`src/rtl/core/ccl_pkg.sv`:
```
// shared types, widths and codes for the card locker with auto release
// used by ccl_ctrl, ccl_dp and card_locker_with_auto_release
`timescale 1ns / 1ps

package ccl_pkg;

    localparam int ID_W            = 32;
    localparam int TICKS_W         = 20;
    localparam int CFG_W           = 8;
    localparam int CFG_IDX_W       = 1;
    localparam int KIND_W          = 2;
    localparam int ACT_W           = 2;
    localparam int SND_W           = 2;
    localparam int IN_DATA_W       = 40;
    localparam int IN_USER_W       = 3;
    localparam int OUT_DATA_W      = 8;
    localparam int DIV_STEPS       = TICKS_W;
    localparam int CNT_W           = $clog2(DIV_STEPS + 1);

    localparam int CARD_BITS_DEFAULT = 32;
    localparam int SECONDS_PER_HOUR  = 3600;

    localparam logic [CFG_W-1:0] OPEN_DELAY_RESET   = CFG_W'(0);
    localparam logic [CFG_W-1:0] TICK_SECONDS_RESET = CFG_W'(60);

    // configuration register indexes
    localparam logic [CFG_IDX_W-1:0] CFG_OPEN_DELAY   = 1'b0;
    localparam logic [CFG_IDX_W-1:0] CFG_TICK_SECONDS = 1'b1;

    // event modes
    localparam logic MODE_CARD = 1'b0;
    localparam logic MODE_TICK = 1'b1;

    // card kinds
    localparam logic [KIND_W-1:0] KIND_USER     = 2'd0;
    localparam logic [KIND_W-1:0] KIND_PROGRAM  = 2'd1;

    // lock actions
    localparam logic [ACT_W-1:0] ACT_NONE  = 2'd0;
    localparam logic [ACT_W-1:0] ACT_OPEN  = 2'd1;
    localparam logic [ACT_W-1:0] ACT_CLOSE = 2'd2;

    // sounds
    localparam logic [SND_W-1:0] SND_NONE     = 2'd0;
    localparam logic [SND_W-1:0] SND_POSITIVE = 2'd1;
    localparam logic [SND_W-1:0] SND_ERROR    = 2'd2;
    localparam logic [SND_W-1:0] SND_NEGATIVE = 2'd3;

    typedef struct packed {
        logic load;
        logic div_start;
        logic div_step;
        logic commit;
    } ctrl_cmd_t;

    typedef struct packed {
        logic need_div;
        logic div_last;
        logic out_free;
    } dp_status_t;

endpackage

```
`src/rtl/core/card_locker_with_auto_release.sv`:
```
// top level of the card locker with auto release: config registers and module wiring
// depends on ccl_pkg, ccl_ctrl and ccl_dp
`timescale 1ns / 1ps

// channel   signals                          direction  payload
// s         s_tvalid s_tready s_tdata s_tuser  in       one card or tick event
// m         m_tvalid m_tready m_tdata          out      one result per event
// cfg       cfg_valid cfg_ready cfg_index cfg_data in   register write
//
// a user card that locks the locker runs the 20-step restoring divider for the countdown
// between its decide and commit steps; every other event goes from decide straight to commit
// one event is worked on at a time; the next is taken while a result waits in m
// a stalled m side holds the finished event in its commit step until m frees
// rst_n clears the lock state and sets open_delay_hours to 0, tick_seconds to 60

module card_locker_with_auto_release #(
    parameter int CARD_BITS = ccl_pkg::CARD_BITS_DEFAULT
) (
    input  logic                              clk,
    input  logic                              rst_n,
    input  logic                              s_tvalid,
    output logic                              s_tready,
    input  logic [ccl_pkg::IN_DATA_W-1:0]     s_tdata,   // card_id[31:0], door_closed, zero pad
    input  logic [ccl_pkg::IN_USER_W-1:0]     s_tuser,   // mode, card_kind[1:0]
    output logic                              m_tvalid,
    input  logic                              m_tready,
    output logic [ccl_pkg::OUT_DATA_W-1:0]    m_tdata,   // lock_action, sound, is_locked,
                                                          // timer_armed, zero pad
    input  logic                              cfg_valid,
    output logic                              cfg_ready,
    input  logic [ccl_pkg::CFG_IDX_W-1:0]     cfg_index,
    input  logic [ccl_pkg::CFG_W-1:0]         cfg_data
);
    import ccl_pkg::*;

    logic [CFG_W-1:0] open_delay_reg;
    logic [CFG_W-1:0] tick_seconds_reg;
    ctrl_cmd_t        cmd;
    dp_status_t       status;

    assign cfg_ready = 1'b1;

    always_ff @(posedge clk or negedge rst_n)
    begin
        if (!rst_n)
        begin
            open_delay_reg   <= OPEN_DELAY_RESET;
            tick_seconds_reg <= TICK_SECONDS_RESET;
        end
        else if (cfg_valid && cfg_ready)
        begin
            unique case (cfg_index)
                CFG_OPEN_DELAY:   open_delay_reg   <= cfg_data;
                CFG_TICK_SECONDS: tick_seconds_reg <= cfg_data;
                default:
                begin
                end
            endcase
        end
    end

    ccl_ctrl u_ctrl (
        .clk      (clk),
        .rst_n    (rst_n),
        .in_valid (s_tvalid),
        .in_ready (s_tready),
        .status   (status),
        .cmd      (cmd)
    );

    ccl_dp #(
        .CARD_BITS (CARD_BITS)
    ) u_dp (
        .clk              (clk),
        .rst_n            (rst_n),
        .cmd              (cmd),
        .status           (status),
        .in_data          (s_tdata),
        .in_user          (s_tuser),
        .open_delay_hours (open_delay_reg),
        .tick_seconds     (tick_seconds_reg),
        .out_valid        (m_tvalid),
        .out_ready        (m_tready),
        .out_data         (m_tdata)
    );

endmodule

```
`src/rtl/core/ccl_ctrl.sv`:
```
// controller state machine of the card locker: sequences latch, divide and commit
// depends on ccl_pkg for command and status structs
`timescale 1ns / 1ps

module ccl_ctrl (
    input  logic                clk,
    input  logic                rst_n,
    input  logic                in_valid,
    output logic                in_ready,
    input  ccl_pkg::dp_status_t status,
    output ccl_pkg::ctrl_cmd_t  cmd
);
    import ccl_pkg::*;

    localparam logic [1:0] S_IDLE   = 2'd0;
    localparam logic [1:0] S_DECIDE = 2'd1;
    localparam logic [1:0] S_DIV    = 2'd2;
    localparam logic [1:0] S_COMMIT = 2'd3;

    logic [1:0] state_reg;
    logic [1:0] state_next;

    always_ff @(posedge clk or negedge rst_n)
    begin
        if (!rst_n)
        begin
            state_reg <= S_IDLE;
        end
        else
        begin
            state_reg <= state_next;
        end
    end

    always_comb
    begin
        state_next = state_reg;
        cmd        = '0;
        in_ready   = 1'b0;
        unique case (state_reg)
            S_IDLE:
            begin
                in_ready = 1'b1;
                if (in_valid)
                begin
                    cmd.load   = 1'b1;
                    state_next = S_DECIDE;
                end
            end
            S_DECIDE:
            begin
                if (status.need_div)
                begin
                    cmd.div_start = 1'b1;
                    state_next    = S_DIV;
                end
                else
                begin
                    state_next = S_COMMIT;
                end
            end
            S_DIV:
            begin
                cmd.div_step = 1'b1;
                if (status.div_last)
                begin
                    state_next = S_COMMIT;
                end
            end
            S_COMMIT:
            begin
                // wait here while the output register still holds an untaken result
                if (status.out_free)
                begin
                    cmd.commit = 1'b1;
                    state_next = S_IDLE;
                end
            end
            default:
            begin
                state_next = S_IDLE;
            end
        endcase
    end

endmodule

```
`src/rtl/core/ccl_dp.sv`:
```
// datapath of the card locker: lock state, timeout divider and output register
// depends on ccl_pkg for widths, codes and command and status structs
`timescale 1ns / 1ps

module ccl_dp #(
    parameter int CARD_BITS = ccl_pkg::CARD_BITS_DEFAULT
) (
    input  logic                                clk,
    input  logic                                rst_n,
    input  ccl_pkg::ctrl_cmd_t                  cmd,
    output ccl_pkg::dp_status_t                 status,
    input  logic [ccl_pkg::IN_DATA_W-1:0]       in_data,
    input  logic [ccl_pkg::IN_USER_W-1:0]       in_user,
    input  logic [ccl_pkg::CFG_W-1:0]           open_delay_hours,
    input  logic [ccl_pkg::CFG_W-1:0]           tick_seconds,
    output logic                                out_valid,
    input  logic                                out_ready,
    output logic [ccl_pkg::OUT_DATA_W-1:0]      out_data
);
    import ccl_pkg::*;

    localparam int OWNER_W = (CARD_BITS < ID_W) ? CARD_BITS : ID_W;

    // latched event
    logic                mode_reg;
    logic [KIND_W-1:0]   kind_reg;
    logic [OWNER_W-1:0]  id_reg;
    logic                door_reg;

    // lock state
    logic                locked_reg;
    logic                locked_next;
    logic [OWNER_W-1:0]  owner_reg;
    logic [OWNER_W-1:0]  owner_next;
    logic [TICKS_W-1:0]  ticks_reg;
    logic [TICKS_W-1:0]  ticks_next;

    // divider
    logic [CFG_W-1:0]    rem_reg;
    logic [TICKS_W-1:0]  quot_reg;
    logic [CNT_W-1:0]    cnt_reg;
    logic [CFG_W-1:0]    step;
    logic [TICKS_W-1:0]  dividend;
    logic [CFG_W:0]      trial;
    logic                fits;

    // result
    logic [ACT_W-1:0]    act;
    logic [SND_W-1:0]    snd;
    logic                armed;
    logic [TICKS_W-1:0]  ticks_dec;
    logic                out_valid_reg;
    logic [OUT_DATA_W-1:0] out_data_reg;

    always_ff @(posedge clk)
    begin
        if (cmd.load)
        begin
            mode_reg <= in_user[0];
            kind_reg <= in_user[2:1];
            id_reg   <= in_data[OWNER_W-1:0];
            door_reg <= in_data[ID_W];
        end
    end

    // restoring division of hours*3600 by tick_seconds, one quotient bit a cycle
    assign step     = (tick_seconds == '0) ? CFG_W'(1) : tick_seconds;
    assign dividend = TICKS_W'(open_delay_hours) * TICKS_W'(SECONDS_PER_HOUR);
    assign trial    = {rem_reg, quot_reg[TICKS_W-1]};
    assign fits     = (trial >= {1'b0, step});

    always_ff @(posedge clk)
    begin
        if (cmd.div_start)
        begin
            rem_reg  <= '0;
            quot_reg <= dividend;
        end
        else if (cmd.div_step)
        begin
            rem_reg  <= fits ? CFG_W'(trial - {1'b0, step}) : trial[CFG_W-1:0];
            quot_reg <= {quot_reg[TICKS_W-2:0], fits};
        end
    end

    always_ff @(posedge clk or negedge rst_n)
    begin
        if (!rst_n)
        begin
            cnt_reg <= '0;
        end
        else if (cmd.div_start)
        begin
            cnt_reg <= CNT_W'(DIV_STEPS);
        end
        else if (cmd.div_step)
        begin
            cnt_reg <= cnt_reg - CNT_W'(1);
        end
    end

    assign status.need_div = (mode_reg == MODE_CARD) && (kind_reg == KIND_USER)
                             && !locked_reg && door_reg;
    assign status.div_last = (cnt_reg == CNT_W'(1));
    assign status.out_free = !out_valid_reg || out_ready;

    assign ticks_dec = ticks_reg - TICKS_W'(1);

    always_comb
    begin
        locked_next = locked_reg;
        owner_next  = owner_reg;
        ticks_next  = ticks_reg;
        act         = ACT_NONE;
        snd         = SND_NONE;
        armed       = 1'b0;
        if (mode_reg == MODE_TICK)
        begin
            // a tick with no armed countdown is ignored
            if (locked_reg && (ticks_reg != '0))
            begin
                ticks_next = ticks_dec;
                if (ticks_dec == '0)
                begin
                    locked_next = 1'b0;
                    act         = ACT_OPEN;
                    snd         = SND_POSITIVE;
                end
                else
                begin
                    armed = 1'b1;
                end
            end
        end
        else if (kind_reg == KIND_PROGRAM)
        begin
            if (locked_reg)
            begin
                locked_next = 1'b0;
                owner_next  = '0;
                ticks_next  = '0;
                act         = ACT_OPEN;
                snd         = SND_POSITIVE;
            end
            else
            begin
                snd = SND_ERROR;
            end
        end
        else if (kind_reg != KIND_USER)
        begin
            snd = SND_ERROR;
        end
        else if (!locked_reg)
        begin
            if (!door_reg)
            begin
                snd = SND_ERROR;
            end
            else
            begin
                locked_next = 1'b1;
                owner_next  = id_reg;
                ticks_next  = quot_reg;
                act         = ACT_CLOSE;
                snd         = SND_POSITIVE;
                armed       = (open_delay_hours != '0);
            end
        end
        else if (id_reg == owner_reg)
        begin
            locked_next = 1'b0;
            owner_next  = '0;
            ticks_next  = '0;
            act         = ACT_OPEN;
            snd         = SND_POSITIVE;
        end
        else
        begin
            snd = SND_NEGATIVE;
        end
    end

    always_ff @(posedge clk or negedge rst_n)
    begin
        if (!rst_n)
        begin
            locked_reg <= 1'b0;
            owner_reg  <= '0;
            ticks_reg  <= '0;
        end
        else if (cmd.commit)
        begin
            locked_reg <= locked_next;
            owner_reg  <= owner_next;
            ticks_reg  <= ticks_next;
        end
    end

    always_ff @(posedge clk or negedge rst_n)
    begin
        if (!rst_n)
        begin
            out_valid_reg <= 1'b0;
        end
        else if (cmd.commit)
        begin
            out_valid_reg <= 1'b1;
        end
        else if (out_ready)
        begin
            out_valid_reg <= 1'b0;
        end
    end

    always_ff @(posedge clk)
    begin
        if (cmd.commit)
        begin
            out_data_reg <= {2'b00, armed, locked_next, snd, act};
        end
    end

    assign out_valid = out_valid_reg;
    assign out_data  = out_data_reg;

endmodule

```
`config.mk`:
```
export PLATFORM = sky130hd
export DESIGN_NAME = card_locker_with_auto_release
export DESIGN_NICKNAME = d
export VERILOG_FILES = /design/src/rtl/core/ccl_pkg.sv /design/src/rtl/core/card_locker_with_auto_release.sv /design/src/rtl/core/ccl_ctrl.sv /design/src/rtl/core/ccl_dp.sv
export SDC_FILE = /design/constraint.sdc
export NUM_CORES = 1
export LEC_CHECK = 0
export ABC_AREA = 1
export BUFFER_PORTS_ARGS = -buffer_cell sky130_fd_sc_hd__buf_2
export CAP_MARGIN = 20
export CORE_MARGIN = 3
export CORE_UTILIZATION = 35
export DETAILED_ROUTE_END_ITERATION = 12
export SLEW_MARGIN = 20
export SYNTH_ARGS = -nofsm -noshare
export SYNTH_HDL_FRONTEND = slang
export SYNTH_SLANG_ARGS = --single-unit
```
`constraint.sdc`:
```
create_clock -name clk -period 3.6 [get_ports clk]
set_clock_uncertainty 0.2 [all_clocks]
set_input_delay 0.18 -clock clk [delete_from_list [all_inputs] [get_ports clk]]
set_output_delay 0.18 -clock clk [all_outputs]
set_load 0.1 [all_outputs]
```
==> results of run 1 <==
-- per-layer routing --
metal / GRT usage [%] / wire (um) / up-vias / share of wire, %
met2: 22.3 / 8300 / 92 / 46
met3: 2.68 / 565 / 31 / 3.1
met1: 19.6 / 8740 / 2938 / 49
li1: - / - / 3285 / -
met4: 5.77 / 394 / 0 / 2.2
met5: 0 / 0 / - / 0
-- timing repair --
item	in CTS	in global routing
setup endpoints to repair	2	5
pin swaps	1	12
endpoints found under the hold margin	109	0
hold buffers	47	0
buffers inserted	0	1
resized for setup	3	22
-- area by class of cell --
class                           instances  area [um2]
Fill cell                            2247       12800
Multi-Input combinational cell        654        3940
Sequential cell                       147        3920
Timing Repair Buffer                  125         916
Clock buffer                           18         429
Tap cell                              313         392
Inverter                              104         390
Clock inverter                         14         120
-- cell usage in the layout, fill, tap and decap left out, drive strengths merged, types with 8 or more instances in the layout --
cell,synthesis,routed
nand2,254,254
inv,103,111
o21ai,101,101
buf,15,78
dfrtp,73,73
nor2,73,73
edfxtp,58,58
ha,57,57
dlygate4sd3,0,47
nand3,36,36
xnor2,33,33
a21oi,25,25
clkbuf,13,18
xor2,13,13
o22ai,13,13
dfxtp,12,12
nand4,10,10
fa,9,9
a22oi,8,8
-- cells in the mapped netlist (2+ instances only) --
master and number:
sky130_fd_sc_hd__edfxtp_1 58, sky130_fd_sc_hd__nand2_1 250, sky130_fd_sc_hd__nand2_2 4, sky130_fd_sc_hd__nand4_1 9, sky130_fd_sc_hd__o22ai_1 13, sky130_fd_sc_hd__dfstp_2 4, sky130_fd_sc_hd__xor2_1 13, sky130_fd_sc_hd__buf_2 5
sky130_fd_sc_hd__xnor2_1 33, sky130_fd_sc_hd__nor2_2 6, sky130_fd_sc_hd__o21ai_1 26, sky130_fd_sc_hd__a22oi_1 8, sky130_fd_sc_hd__a21oi_1 24, sky130_fd_sc_hd__buf_6 4, sky130_fd_sc_hd__nor2_1 64, sky130_fd_sc_hd__or2_0 3
sky130_fd_sc_hd__nor4_1 2, sky130_fd_sc_hd__dfrtp_1 73, sky130_fd_sc_hd__dfxtp_1 12, sky130_fd_sc_hd__ha_1 57, sky130_fd_sc_hd__nor2_4 3, sky130_fd_sc_hd__inv_1 98, sky130_fd_sc_hd__conb_1 2, sky130_fd_sc_hd__fa_1 9
sky130_fd_sc_hd__clkbuf_1 13, sky130_fd_sc_hd__nand3_1 36, sky130_fd_sc_hd__o21ai_0 74, sky130_fd_sc_hd__a22o_1 6, sky130_fd_sc_hd__inv_2 5, sky130_fd_sc_hd__buf_4 6
-- metrics by stage --
step / utilization, % / hold slack [ns] / worst slack [ns] / setup TNS (ns)
global placement: 38.9 / 0.112 / -0.0572 / -0.0572
CTS: 43.4 / 0.0886 / 0.000163 / 0
global route: 44.1 / 0.150 / -0.0354 / -0.0354
finish: 44.1 / 0.0861 / 0.101 / 0
floorplan: - / -0.316 / 0.0822 / 0
detailed placement: 38.9 / 0.117 / -0.0542 / -0.0542
-- worst max-delay path, stage by stage, from the launching register on --
cell                      delay, ns
sky130_fd_sc_hd__dfrtp_1       0.43
sky130_fd_sc_hd__fa_1          0.61
sky130_fd_sc_hd__ha_4          0.22
sky130_fd_sc_hd__ha_4          0.26
sky130_fd_sc_hd__ha_4          0.20
sky130_fd_sc_hd__ha_4          0.16
sky130_fd_sc_hd__fa_2          0.37
sky130_fd_sc_hd__nand2_2       0.08
sky130_fd_sc_hd__inv_2         0.03
sky130_fd_sc_hd__o21ai_1       0.11
sky130_fd_sc_hd__nand2_1       0.11
sky130_fd_sc_hd__nand2_2       0.10
sky130_fd_sc_hd__nand2_2       0.06
sky130_fd_sc_hd__a21oi_2       0.14
sky130_fd_sc_hd__nand2_1       0.06
sky130_fd_sc_hd__nand2_1       0.05
sky130_fd_sc_hd__o21ai_1       0.05
-- power by group through the flow --
stage | logic [uW] | registers, uW | clock network [uW]
6_report | 3680 | 2850 | 1660
3_5_place_dp | 3440 | 2870 | 0
4_1_cts | 3510 | 2850 | 1700
3_3_place_gp | 3390 | 2860 | 0
5_1_grt | 4200 | 2930 | 1770
2_1_floorplan | 2600 | 2920 | 0
-- logic make-up after synthesis --
| kind of cell | count (synthesis) | share of synthesized area [%] |
|---|---|---|
| simple gates | 381 | 19.3 |
| compound gates | 158 | 10.7 |
| flops | 147 | 47.5 |
| buf+inv | 132 | 6.72 |
| fa+ha+maj | 66 | 10.8 |
| xor+xnor | 46 | 4.88 |
| other cells | 2 | 0.0911 |
-- worst max-delay path by stage --
stage | from | to | slack [ns]
4_1_cts | open_delay_reg[2] | u_dp.quot_reg[17] | 0.0002
3_3_place_gp | open_delay_reg[1] | u_dp.quot_reg[17] | -0.06
6_report | open_delay_reg[1] | u_dp.quot_reg[17] | 0.10
5_1_grt | open_delay_reg[1] | u_dp.quot_reg[17] | -0.04
3_5_place_dp | open_delay_reg[1] | u_dp.quot_reg[17] | -0.05
2_1_floorplan | open_delay_reg[0] | u_dp.quot_reg[17] | 0.08
==> parameters.txt, run 1 <==
Parameter                              Value

Synth
  Top_reg_cell synth ... sky130_fd_sc_hd__dfrtp_1
  Syn Inst Count ... 932
  Share of flip-flops with an asynchronous set or reset ... a little over half
  Distinct cell type count after synthesis ... 42
  Average instance area after synthesis ... 8.85 um2
  Number of synthesis warnings ... 0
  Largest cells by area after synthesis ... sky130_fd_sc_hd__dfrtp_1 22%, sky130_fd_sc_hd__edfxtp_1 21%, sky130_fd_sc_hd__nand2_1 11%
  Post-synthesis register bit count ... roughly 150
  Post-synthesis sequential area ratio ... 47.5%
  Top cell type's share of synthesized area ... 22.1%
  Cell Area, Synth ... slightly above 8000 um2
  Post-synth EDFFs ... 58
  Cell type with the largest total area after synthesis ... sky130_fd_sc_hd__dfrtp_1

Timing
  RSZ-0062 raised after global routing ... true
  Worst-margin pin slew ... 0.788 ns
  Highest Clock Rate ... between 200 and 300 MHz
  Max-slew headroom at the worst pin ... 47.5%
  Period minus WS final ... 3.50 ns
  Final count of pins violating max slew ... 0
  Setup Viol. Count Final ... 0
  Ratio of final minimum period to clock period ... 97.2%
  Final hold vios ... 0

Worst setup path
  Capture instance of the worst register-to-register path ... u_dp.quot_reg[17]
  Minimum setup slack among reg-to-reg paths ... 0.10 ns
  Worst R2R Start ... open_delay_reg[1]
  Crit. End Element ... register
  CP Data Required Time ... about 3.6 ns
  Worst-path fanout max ... 3
  Setup Crit Path Kind ... reg2reg
  Arrival time of data at the critical path endpoint ... 3.48 ns
  Critical path launch point type ... register
  Worst reg2reg path depth ... 16

Power and ir drop
  Power spent charging and discharging nets ... 3490 uW
  Proportion of power drawn by flip-flops and latches ... 34.8%
  Switching fraction of total power ... between 40% and 50%
  Clock network fraction of design power ... 20.3%
  Leakage power figure ... 0.00457 uW
  Internal power ... approximately 4700 uW
  Maximum vdd ir drop ... 0.397 mV
  Power density relative to cell area ... 812 nW/um2
  Total power ... just over 8000 uW
  Part of the total power dissipated in combinational logic ... 44.9%

Global route
  Residual overflow from global routing ... 0
  Via count of the first global-routing pass ... 6,117
  Global-route wire length before repair ... approximately 30 mm
  Maximum number of pins on one net before global-route repair ... 58
  Total Routing Usage GR ... 14.3%
  Antenna violations before repair ... 0

Clock network
  Clock sink count ... 147
  H-tree depth ... 4
  CTS Buffer Depth ... 2
  Inserted Clock Buffers ... 17
  Clk slew on worst S/H paths ... 0.06 ns
  Clock latency on the worst-skew pair ... between 0.4 and 0.5 ns
  TritonCTS clock tree ... built
  Clk root buf ... sky130_fd_sc_hd__clkbuf_16

Die
  DIE HEIGHT ... 160 um
  Core Rows ... 55
  Die width ... 160 um
  Die Outline Area ... 25,400 um2
  Initial Util ... a little over a third
  Core Region ... 22,900 um2
  Num ports ... 68

Routing
  Drt pass-1 iters ... 5
  Post-detailed-route via-to-cell ratio ... 4.62
  Wire length after detailed routing ... 18.0 mm
  Overall via count from detail_route ... approximately 6,300
  Remaining DRCs ... 0
  Initial drt markers ... 422
  ANT nets after route ... 0
  Routed WL per cell ... 13.1 um

Finish
  Antenna diodes ... 0
  Nets ... between 1,000 and 1,500
  Post-route cell area ... between 10,000 and 15,000 um2
  Relative area change from synthesis to final layout ... 22.5%
  Fraction of final layout cells with drive strength greater than 1 ... 14.7%
  Final standard cell count with taps included and fillers excluded ... roughly 1,400

Min path
  Critical hold path startpoint ... cfg_valid
  Path class of the lowest-slack min-delay path ... in2reg
  WHS Endpoint ... tick_seconds_reg[5]
  Number of cells on the worst hold path ... 4

Outcome
  Run status ... finished clean

Placed design
  Port-buffer cells ... 57
  Final GP Congestion ... 0.882
  Area post-placement ... 8920 um2
  Placed Instances ... ~1,300
  Detailed placement HPWL ... 12.7 mm

Run
  Maxcap violations ... 0
Note: power is estimated with default switching activity, not from simulation.
==> inputs of run 2 (changes only) <==
- SYNTH_HIERARCHICAL: unset -> 1
==> parameters.txt, run 2 <==
Parameter                              Value

Outcome
  Run status ... finished clean

Clock network
  CTS Buffer Depth ... 2
  H-tree depth ... 4
  Clock sink count ... 147
  Clk root buf ... sky130_fd_sc_hd__clkbuf_16
  Clk slew on worst S/H paths ... 0.08 ns
  Inserted Clock Buffers ... 17
  TritonCTS clock tree ... built
  Clock latency on the worst-skew pair ... 0.43 ns

Global route
  Met2 track utilization from global routing ... 26.5%
  Maximum number of pins on one net before global-route repair ... 62
  Met1 capacity usage during global routing ... 21.2%
  Antenna violations before repair ... 0
  GR Util met3 ... 3.26%
  GRT Max-Usage Layer ... met2
  Total Routing Usage GR ... 15.8%
  Global-route wire length before repair ... between 30 and 40 mm
  Residual overflow from global routing ... 0
  Via count of the first global-routing pass ... 6,897

Min path
  Path class of the lowest-slack min-delay path ... in2async

Placed design
  Port-buffer cells ... 57
  Post-Place Setup Slack ... 0.0118 ns
  Placed Instances ... 1,351
  Final GP Congestion ... 0.871
  Detailed placement HPWL ... around 13 mm

Die
  Core Region ... 23,700 um2
  Num ports ... 68
  Die Outline Area ... 26,300 um2
  Initial Util ... 36.0%
  DIE HEIGHT ... 162 um
  Die width ... 162 um
  Core Rows ... 56

Power and ir drop
  Power density relative to cell area ... 773 nW/um2
  Clock network fraction of design power ... 22.2%
  Part of the total power dissipated in combinational logic ... between 40% and 50%
  Leakage power figure ... 0.00490 uW
  Switching fraction of total power ... 44.0%
  Maximum vdd ir drop ... 0.326 mV
  Internal power ... about 4500 uW
  Proportion of power drawn by flip-flops and latches ... 33.9%
  Power spent charging and discharging nets ... approximately 3600 uW

Routing
  Wire length after detailed routing ... 19.9 mm
  Remaining DRCs ... 0
  Post-detailed-route via-to-cell ratio ... 4.81
  ANT nets after route ... 0
  Routed WL per cell ... about 14 um
  Initial drt markers ... approximately 450
  Overall via count from detail_route ... 6,945
  Drt pass-1 iters ... 5

Synth
  Largest cells by area after synthesis ... sky130_fd_sc_hd__dfrtp_1 21%, sky130_fd_sc_hd__edfxtp_1 20%, sky130_fd_sc_hd__nand2_1 11%
  Post-synthesis sequential area ratio ... 45.9%
  Top_reg_cell synth ... sky130_fd_sc_hd__dfrtp_1
  Share of flip-flops with an asynchronous set or reset ... 52.4%
  Number of synthesis warnings ... 6
  Most numerous cell in the Yosys netlist ... sky130_fd_sc_hd__nand2_1
  Distinct cell type count after synthesis ... 46
  Average instance area after synthesis ... 8.58 um2
  Most used standard cells in the synthesized netlist ... 255 x sky130_fd_sc_hd__nand2_1, 108 x sky130_fd_sc_hd__inv_1, 104 x sky130_fd_sc_hd__nand3_1
  Cell type with the largest total area after synthesis ... sky130_fd_sc_hd__dfrtp_1
  Post-synthesis register bit count ... between 100 and 150
  Syn Inst Count ... approximately 990
  Top cell type's share of synthesized area ... a little over a fifth
  Post-synth EDFFs ... 58
  Cell Area, Synth ... roughly 8500 um2

Worst setup path
  Cell-by-cell trace of the critical path ... fa_1 > ha_1 > ha_1 > ha_1 > ha_2 > fa_2 > nand3_2 > nand3_2 > nand2_2 > nand2_1 > nand2_1 > nand2_1 > o21ai_1 > o22ai_1
  Worst-path fanout max ... 4
  Longest individual stage delay on the worst path ... about 0.54 ns
  Critical path launch point type ... register
  Crit. End Element ... register
  Arrival time of data at the critical path endpoint ... 3.41 ns
  Slowest library cell on the worst path ... sky130_fd_sc_hd__fa_1
  Setup Crit Path Kind ... reg2reg
  Total buffers and inverters traversed by the critical path ... 0
  Critical path's top delay family ... adder cells
  CP Data Required Time ... 3.54 ns

Timing
  Setup Viol. Count Final ... 0
  Worst-margin pin slew ... about 0.80 ns
  Highest Clock Rate ... 289 MHz
  Final count of pins violating max slew ... 0
  Ratio of final minimum period to clock period ... a little over nine tenths
  RSZ-0062 raised after global routing ... true
  Final hold vios ... 0
  Period minus WS final ... 3.46 ns
  Max-slew headroom at the worst pin ... a little under half
  Final worst setup slack ... 0.138 ns

Finish
  Final standard cell count with taps included and fillers excluded ... 1,444
  Most used cells in the layout excluding fill and tap cells ... 254 x sky130_fd_sc_hd__nand2_1, 108 x sky130_fd_sc_hd__inv_1, 102 x sky130_fd_sc_hd__nand3_1, 69 x sky130_fd_sc_hd__dfrtp_1, 66 x sky130_fd_sc_hd__o21ai_0
  Area used by multi-input combinational logic ... slightly above 4000 um2
  Register area ... 3920 um2
  Antenna diodes ... 0
  Fraction of final layout cells with drive strength greater than 1 ... 13.8%
  Total of fill cells in the finished design ... 2,323
  Core utilization of the finished layout ... around 44%
  Commonest non-fill, non-tap cell in the layout ... sky130_fd_sc_hd__nand2_1
  Relative area change from synthesis to final layout ... 22.6%
  Nets ... around 1,200

Run
  Maxcap violations ... 0
-- run 2: cell types whose count changed after synthesis, sizes merged, moves of 4 or more --
cell,before,now
or2,3,8
nor3,1,6
a22oi,8,0
a22o,6,0
nand2,254,265
o21ai,101,73
nand3,36,105
a21o,0,5
nor2,73,64
xor2,13,8
inv,103,112
nand4,10,14
o22ai,13,19
xnor2,33,22
-- run 2: layout make-up --
| class | count | area share, % |
|---|---|---|
| Sequential cell | 147 | 37.5 |
| Clock inverter | 15 | 1.90 |
| Clock buffer | 17 | 4.07 |
| Timing Repair Buffer | 131 | 9.58 |
| Tap cell | 319 | 3.82 |
| Inverter | 114 | 4.17 |
| Multi-Input combinational cell | 701 | 38.9 |
-- run 2: final timing paths --
check,start,to,slack [ns],depth (start not counted)
setup / recovery,open_delay_reg[1],u_dp/quot_reg[17],0.14,14
hold / removal,rst_n,u_dp/owner_reg[10],0.17,2
setup reg to reg,open_delay_reg[1],u_dp/quot_reg[17],0.14,14
hold reg to reg,tick_seconds_reg[4],tick_seconds_reg[4],0.27,2
max in group asynchronous,rst_n,tick_seconds_reg[2],2.18,3
min in group clk,s_tdata[13],u_dp/id_reg[13],0.25,2
-- run 2: power by group through the flow --
stage | logic [uW] | clock network (uW) | registers, uW
floorplan | 2530 | 0 | 2820
global route | 4050 | 1930 | 2810
global placement | 3380 | 0 | 2740
CTS | 3490 | 1840 | 2730
detailed placement | 3410 | 0 | 2760
finish | 3540 | 1800 | 2740
-- run 2: repair_timing --
| action | 4_1_cts | 5_1_grt |
|---|---|---|
| gates resized for setup | 2 | 14 |
| pin swaps | 0 | 5 |
| setup buffers | 0 | 3 |
| hold buffers | 58 | 0 |
| cloned | 0 | 0 |
| endpoints found under the setup margin | 2 | 4 |
| hold endpoints to repair | 115 | 0 |
-- run 2: layer usage --
| layer | wire length, um | share of wire (%) | up-vias |
|---|---|---|---|
| li1 | - | - | 3516 |
| met1 | 9430 | 47 | 3302 |
| met2 | 9500 | 48 | 118 |
| met3 | 786 | 4.0 | 9 |
| met4 | 157 | 0.79 | 0 |
| met5 | 0 | 0 | - |
-- run 2: cell families after synthesis --
family	Yosys count	share of synthesized area [%]
xor+xnor	30	3.08
simple gates	471	24.8
compound gates	129	8.28
other cells	2	0.0881
fa+ha+maj	68	10.8
flops	147	45.9
buf+inv	146	7.06
-- run 2: metrics by stage --
| stage | power, uW | cell area [um2] | setup TNS, ns | hold slack, ns |
|---|---|---|---|---|
| CTS | 8070 | 10400 | 0 | 0.211 |
| finish | 8070 | 10400 | 0 | 0.171 |
| global placement | 6120 | 9160 | 0 | 0.133 |
| floorplan | 5350 | 8530 | 0 | -0.316 |
| global route | 8790 | 10400 | -0.0402 | 0.232 |
| detailed placement | 6170 | 9160 | 0 | 0.139 |
